<file path="src/hw/rtl/m4m_pkg.sv">
// types and constants of the 4x4 fixed-point matrix multiplier
// used by the controller, the datapath, the top level and the checker
`timescale 1ns / 1ps

package m4m_pkg;

  // matrix geometry
  localparam int DIM    = 4;
  localparam int CELLS  = DIM * DIM;
  localparam int IDX_W  = $clog2(CELLS);
  localparam int K_W    = $clog2(DIM);
  localparam int STEP_W = IDX_W + K_W;

  // data widths
  localparam int DATA_W = 32;
  localparam int PROD_W = 2 * DATA_W;
  localparam int ACC_W  = PROD_W + K_W;

  localparam logic [K_W-1:0]    K_LAST     = K_W'(DIM - 1);
  localparam logic [IDX_W-1:0]  LAST_INDEX = IDX_W'(CELLS - 1);
  localparam logic [STEP_W-1:0] STEP_LAST  = STEP_W'(CELLS * DIM - 1);

  localparam logic [DATA_W-1:0] SAT_MAX = {1'b0, {(DATA_W - 1){1'b1}}};
  localparam logic [DATA_W-1:0] SAT_MIN = {1'b1, {(DATA_W - 1){1'b0}}};

  // operation codes
  localparam int OP_W = 2;
  localparam logic [OP_W-1:0] OP_LOAD_LEFT  = 2'd0;
  localparam logic [OP_W-1:0] OP_LOAD_RIGHT = 2'd1;
  localparam logic [OP_W-1:0] OP_COMPUTE    = 2'd2;

  // controller to datapath
  typedef struct packed {
    logic              issue;
    logic [STEP_W-1:0] step;
    logic              wr_left;
    logic              wr_right;
  } m4m_cmd_t;

  // datapath to controller
  typedef struct packed {
    logic hold;
  } m4m_status_t;

endpackage

</file>
<file path="src/hw/rtl/m4m_ctrl.sv">
// controller of the matrix multiplier: input transfers and the product sequencer
// depends on m4m_pkg; drives m4m_datapath through m4m_cmd_t
`timescale 1ns / 1ps

module m4m_ctrl import m4m_pkg::*; (
  input  logic              clk,
  input  logic              rst,
  input  logic              in_valid,
  output logic              in_stall,
  input  logic [OP_W-1:0]   operation,
  input  m4m_status_t       status,
  output m4m_cmd_t          cmd
);

  typedef enum logic [1:0] {
    ST_IDLE = 2'b01,
    ST_RUN  = 2'b10
  } state_t;

  state_t              state, state_next;
  logic [STEP_W-1:0]   step, step_next;
  logic                accept;

  // inputs are taken only between products
  assign in_stall = (state != ST_IDLE);
  assign accept   = in_valid && !in_stall;

  // next state and step counter
  always_comb begin
    state_next = state;
    step_next  = step;
    unique case (state)
      ST_IDLE: begin
        if (accept && operation == OP_COMPUTE) begin
          state_next = ST_RUN;
          step_next  = '0;
        end
      end
      ST_RUN: begin
        if (!status.hold) begin
          step_next = step + STEP_W'(1);
          if (step == STEP_LAST) begin
            state_next = ST_IDLE;
          end
        end
      end
      default: begin
        state_next = ST_IDLE;
      end
    endcase
  end

  always_ff @(posedge clk) begin
    if (rst) begin
      state <= ST_IDLE;
      step  <= '0;
    end else begin
      state <= state_next;
      step  <= step_next;
    end
  end

  // commands to the datapath
  always_comb begin
    cmd.issue    = (state == ST_RUN);
    cmd.step     = step;
    cmd.wr_left  = accept && operation == OP_LOAD_LEFT;
    cmd.wr_right = accept && operation == OP_LOAD_RIGHT;
  end

endmodule

</file>
<file path="src/hw/rtl/m4m_datapath.sv">
// datapath of the matrix multiplier: both stores, one shared multiply-accumulate
// pipeline, saturation and the output register; depends on m4m_pkg
`timescale 1ns / 1ps

module m4m_datapath import m4m_pkg::*; #(
  parameter int FRAC_BITS = 16
) (
  input  logic                     clk,
  input  logic                     rst,
  input  m4m_cmd_t                 cmd,
  output m4m_status_t              status,
  input  logic [IDX_W-1:0]         wr_index,
  input  logic signed [DATA_W-1:0] wr_value,
  output logic                     out_valid,
  input  logic                     out_stall,
  output logic [IDX_W-1:0]         result_index,
  output logic signed [DATA_W-1:0] result_value,
  output logic                     saturated,
  output logic                     last
);

  logic [DATA_W-1:0] left_store  [CELLS];
  logic [DATA_W-1:0] right_store [CELLS];

  logic                     advance;
  logic [K_W-1:0]           step_k;
  logic [K_W-1:0]           step_row;
  logic [K_W-1:0]           step_col;
  logic [IDX_W-1:0]         addr_left;
  logic [IDX_W-1:0]         addr_right;

  logic                     s1_valid;
  logic                     s1_first;
  logic                     s1_last;
  logic [IDX_W-1:0]         s1_index;
  logic signed [DATA_W-1:0] a_q;
  logic signed [DATA_W-1:0] b_q;

  logic                     s2_valid;
  logic                     s2_first;
  logic                     s2_last;
  logic [IDX_W-1:0]         s2_index;
  logic signed [PROD_W-1:0] prod_q;

  logic signed [PROD_W-1:0] shifted;
  logic signed [ACC_W-1:0]  term;
  logic                     s3_valid;
  logic [IDX_W-1:0]         s3_index;
  logic signed [ACC_W-1:0]  acc;

  logic                     in_range;
  logic [DATA_W-1:0]        clamp_value;

  // whole pipeline freezes while a result waits on a stalled output
  assign advance     = !(out_valid && out_stall);
  assign status.hold = !advance;

  // step is {column, row, k}
  assign step_k     = cmd.step[K_W-1:0];
  assign step_row   = cmd.step[K_W +: K_W];
  assign step_col   = cmd.step[2*K_W +: K_W];
  assign addr_left  = {step_k, step_row};
  assign addr_right = {step_col, step_k};

  // element stores, cleared at reset
  always_ff @(posedge clk) begin
    if (rst) begin
      for (int i = 0; i < CELLS; i++) begin
        left_store[i]  <= '0;
        right_store[i] <= '0;
      end
    end else begin
      if (cmd.wr_left) begin
        left_store[wr_index] <= wr_value;
      end
      if (cmd.wr_right) begin
        right_store[wr_index] <= wr_value;
      end
    end
  end

  // stage 1: registered operand read
  always_ff @(posedge clk) begin
    if (rst) begin
      s1_valid <= 1'b0;
    end else if (advance) begin
      s1_valid <= cmd.issue;
    end
  end

  always_ff @(posedge clk) begin
    if (advance) begin
      a_q      <= left_store[addr_left];
      b_q      <= right_store[addr_right];
      s1_first <= (step_k == '0);
      s1_last  <= (step_k == K_LAST);
      s1_index <= cmd.step[STEP_W-1:K_W];
    end
  end

  // stage 2: signed product
  always_ff @(posedge clk) begin
    if (rst) begin
      s2_valid <= 1'b0;
    end else if (advance) begin
      s2_valid <= s1_valid;
    end
  end

  always_ff @(posedge clk) begin
    if (advance) begin
      prod_q   <= a_q * b_q;
      s2_first <= s1_first;
      s2_last  <= s1_last;
      s2_index <= s1_index;
    end
  end

  // stage 3: truncating shift and exact accumulation
  assign shifted = prod_q >>> FRAC_BITS;
  assign term    = {{K_W{shifted[PROD_W-1]}}, shifted};

  always_ff @(posedge clk) begin
    if (rst) begin
      s3_valid <= 1'b0;
    end else if (advance) begin
      s3_valid <= s2_valid && s2_last;
    end
  end

  always_ff @(posedge clk) begin
    if (advance) begin
      s3_index <= s2_index;
      if (s2_valid) begin
        acc <= s2_first ? term : acc + term;
      end
    end
  end

  // saturation to the 32-bit range
  assign in_range    = (&acc[ACC_W-1:DATA_W-1]) || !(|acc[ACC_W-1:DATA_W-1]);
  assign clamp_value = acc[ACC_W-1] ? SAT_MIN : SAT_MAX;

  // output register
  always_ff @(posedge clk) begin
    if (rst) begin
      out_valid <= 1'b0;
    end else if (advance) begin
      out_valid <= s3_valid;
    end
  end

  always_ff @(posedge clk) begin
    if (advance && s3_valid) begin
      result_index <= s3_index;
      result_value <= in_range ? acc[DATA_W-1:0] : clamp_value;
      saturated    <= !in_range;
      last         <= (s3_index == LAST_INDEX);
    end
  end

endmodule

</file>
<file path="src/hw/rtl/matrix4_multiply.sv">
// top level of the 4x4 signed Q16.16 matrix multiplier
// depends on m4m_pkg, m4m_ctrl and m4m_datapath
//
//   channel  handshake            payload
//   input    in_valid / in_stall  operation, element_index, element_value
//   output   out_valid / out_stall result_index, result_value, saturated, last
//
// a load transfer writes one element; a compute issues 64 multiply steps, one a cycle
// unless the output is stalled, through the single shared multiplier, so a result
// leaves after every four multiply steps
// input is stalled while a compute is being issued
// a stalled output freezes the multiply pipeline and the issue counter
// synchronous reset clears both stores, the pipeline and the output
`timescale 1ns / 1ps

module matrix4_multiply import m4m_pkg::*; #(
  parameter int FRAC_BITS = 16
) (
  input  logic                     clk,
  input  logic                     rst,
  input  logic                     in_valid,
  output logic                     in_stall,
  input  logic [OP_W-1:0]          operation,
  input  logic [IDX_W-1:0]         element_index,
  input  logic signed [DATA_W-1:0] element_value,
  output logic                     out_valid,
  input  logic                     out_stall,
  output logic [IDX_W-1:0]         result_index,
  output logic signed [DATA_W-1:0] result_value,
  output logic                     saturated,
  output logic                     last
);

  m4m_cmd_t    cmd;
  m4m_status_t status;

  // sequencer
  m4m_ctrl u_ctrl (
    .clk       (clk),
    .rst       (rst),
    .in_valid  (in_valid),
    .in_stall  (in_stall),
    .operation (operation),
    .status    (status),
    .cmd       (cmd)
  );

  // stores and arithmetic
  m4m_datapath #(
    .FRAC_BITS (FRAC_BITS)
  ) u_datapath (
    .clk          (clk),
    .rst          (rst),
    .cmd          (cmd),
    .status       (status),
    .wr_index     (element_index),
    .wr_value     (element_value),
    .out_valid    (out_valid),
    .out_stall    (out_stall),
    .result_index (result_index),
    .result_value (result_value),
    .saturated    (saturated),
    .last         (last)
  );

endmodule

</file>
<file path="config.mk">
export PLATFORM = sky130hd
export DESIGN_NAME = matrix4_multiply
export DESIGN_NICKNAME = d
export VERILOG_FILES = /design/src/hw/rtl/m4m_pkg.sv /design/src/hw/rtl/m4m_ctrl.sv /design/src/hw/rtl/m4m_datapath.sv /design/src/hw/rtl/matrix4_multiply.sv
export SDC_FILE = /design/constraint.sdc
export NUM_CORES = 2
export LEC_CHECK = 0
export BUFFER_PORTS_ARGS = -buffer_cell sky130_fd_sc_hd__buf_2
export CAP_MARGIN = 10
export CORE_MARGIN = 1
export CORE_UTILIZATION = 59
export CTS_CLUSTER_SIZE = 14
export DETAILED_ROUTE_END_ITERATION = 10
export PLACE_DENSITY = 0.78
export RECOVER_POWER = 25
export SYNTH_ARGS = -nofsm -noshare
export SYNTH_HDL_FRONTEND = slang
export SYNTH_SLANG_ARGS = --single-unit
</file>
<file path="constraint.sdc">
create_clock -name clk -period 7.7 [get_ports clk]
set_input_delay 0.385 -clock clk [delete_from_list [all_inputs] [get_ports clk]]
set_output_delay 0.385 -clock clk [all_outputs]
set_load 0.005 [all_outputs]
</file>
==> out/results.ini <==
[final_layout]
finalInstanceArea_um2 = 103000
nets = 9099
drive_gt1_share_pct = 14.4
final_util_pct = 65.3
area_delta_synth_final_pct = 9.91
fin_cells = 9901

[timing]
tightest_slew_ns = 4.10
hold_slack_ns = 0.220
finalHoldViolCount = 0
setup_viol = 10
fin_crit_sh_pct = 101
setup_slack_ns = -0.0643
fin_skew_ns = 0.0544
drv_slew = 1003
maxSlewHeadroom_pct = -173
period_needed_ns = 7.76
grt_setup_unrepaired = yes
fmax_ghz = 0.129

[routing]
wire_per_inst_um = 24.3
final_antenna_net_count = 0
drt_iter0_drc = 5999
drt_pre_antenna_iters = 6
vias = 59100
wirelength_um = 240000
vias_per_cell = 5.97
remaining_drc_errors = 0

[clocking]
cts_num_sinks = 1268
root_buffer = clkbuf_16
htreeDepth = 4
clk_pin_slew_worst_paths_ns = 0.07
clock_path_buffers = 3
cts_made_buffers = 134
clk_latency_ns = 0.78
cts_tree = done
cts_hold_buf = 0

[yosys]
yosys.area.top_type_share_pct = 40.1
syn_nets = 9005
synthCells = 7632
syn_area_per_cell_um2 = 12.3
synth-seq-cells = 1268
ys_seq_area_share_pct = 40.4
yosysUniqueCellTypes = 81
synth_ff_type = edfxtp_1
netlist_area_um2 = 94000
yosysWarnings = 0
async_flop_share_pct = 0
synth_edf_count = 1256
yosys-top-cells-area = edfxtp_1 (40%), fa_1 (23%), and2_1 (10%), mux4_2 (7.7%), inv_1 (4.2%)
synth_top_cell_by_area = edfxtp_1

[worst_setup_path]
worstPathRequired_ns = 8.23
cp_slowest_cell = fa_1
crit_path_end_kind = flip-flop
startpoint_type = flip-flop
crit_path_max_fanout = 5
critPathMaxStageDelay_ns = 0.55
path_class = reg2reg
cp.arrival_ns = 8.29
crit_top_cell = fa_1

[grt]
grt_max_degree = 92
antenna_found_initial = 17
overflow = 0
grt_pass1_vias = 63100
grt_pass1_wl_um = 369000
grt_usage_pct = 30.4

[outcome]
outcome = finished with violations
violations = capacitance limit, slew limit, setup timing

[placed_design]
portBuffers = 81
dp.cells = 9613
dp_hpwl_um = 162000
place.gp.congestion = 0.910
placed_area_um2 = 98300

[die]
die_y_um = 401
die_w_um = 401
start_util_pct = 59.4
rows = 146
die-area_um2 = 161000
core-area_um2 = 158000
pin_count = 82

[hold_path]
min_path_type = in2reg

[run]
cap_violations = 24

layout by cell type (no fill, tap or decap), types with 102 or more instances in the layout:
master / instances
ha_1: 238
nand2_1: 638
buf_4: 305
mux4_2: 320
and2_0: 142
and2_1: 1373
a21o_1: 102
fa_1: 1063
clkbuf_16: 138
a21oi_1: 124
edfxtp_1: 1256
inv_1: 1027
repair_timing:
action                     4_1_cts  5_1_grt
cloned                           0        3
pin swaps                       18       52
hold endpoints to repair         0        0
buffers inserted                19       28
setup endpoints to repair       17       25
resized for setup               46      101
flip-flops by register name (all words and copies together) (netlist names), 6 cells and up:
signal                   flops
u_datapath.a_q              32
u_datapath.right_store     512
u_ctrl.step                  6
u_datapath.b_q              32
u_datapath.result_value     32
u_datapath.acc              66
u_datapath.prod_q           48
u_datapath.left_store      512
cell families (layout without fill, tap and decap cells):
family                     after synthesis  in the layout  synth area share (%)
AOI/OAI and AO/OA                      492            492                  3.38
xor gates and xnor gates               122            122                  1.14
adders and majority gates             1331           1331                  26.4
buffers and inverters                 1567           1757                  6.27
DFF                                   1268           1268                  40.4
muxes                                  324            324                  7.72
other                                    0              7                     0
and+or+nand+nor                       2528           2528                  14.8
path summary, 6_finish.rpt:
| path | startpoint | endpoint | slack [ns] | depth (start not counted) |
|---|---|---|---|---|
| hold / removal | element_value[9] | u_datapath.left_store[2][9]$_SDFFCE_PN0P_ | 0.22 | 2 |
| hold reg to reg | u_datapath.s1_index[3]$_DFFE_PN_ | u_datapath.s2_index[3]$_DFFE_PN_ | 0.42 | 0 |
| setup / recovery | u_datapath.a_q[12]$_DFFE_PN_ | u_datapath.prod_q[61]$_DFFE_PN_ | -0.06 | 28 |
| setup reg to reg | u_datapath.a_q[12]$_DFFE_PN_ | u_datapath.prod_q[61]$_DFFE_PN_ | -0.06 | 28 |
critical path: cells and delay by family (launching register included):
family	cells	cell delay (ns)
flip-flops	1	0.43
adder cells (fa/ha/maj)	9	4.19
buffers and inverters	8	0.62
AND/OR/NAND/NOR	4	1.05
AO/OA/AOI/OAI	6	1.07
XOR/XNOR	1	0.14
layout make-up:
class / instances / area [um^2]
Fill cell: 11100 / 54900
Multi-Input combinational cell: 4797 / 50700
Sequential cell: 1268 / 38000
Timing Repair Buffer: 484 / 3990
Inverter: 1041 / 3910
Clock buffer: 173 / 3540
Tap cell: 2072 / 2590
Clock inverter: 59 / 551
Antenna cell: 7 / 17.5
per-layer routing:
layer	part of all wire [%]	routed length [um]	global-route usage, %
met1	37	89400	40.0
met2	49	118000	50.7
met3	10	25000	6.71
met4	3.5	8380	9.71
met5	0.057	137	0
synth_stat cells, types with 76 or more instances:
master    count
fa_1       1082
mux4_2      320
xnor2_1      76
nand2_1     644
a21o_1      102
edfxtp_1   1256
and2_1     1521
clkbuf_1    491
a21oi_1     135
inv_1      1040
o21ai_0      86
nor2_1      121
ha_1        249
stage by stage:
stage / TNS [ns] / setup WS (ns)
floorplan: 0 / 0.0121
detailed placement: -2.56 / -0.353
global route: -3.18 / -0.272
CTS: 0 / 0.000566
global placement: -0.902 / -0.189
finish: -0.312 / -0.0643
Power is left out: the tool's default activity adds up to more than one toggle a clock period on the data nets, which glitch-free logic cannot reach.
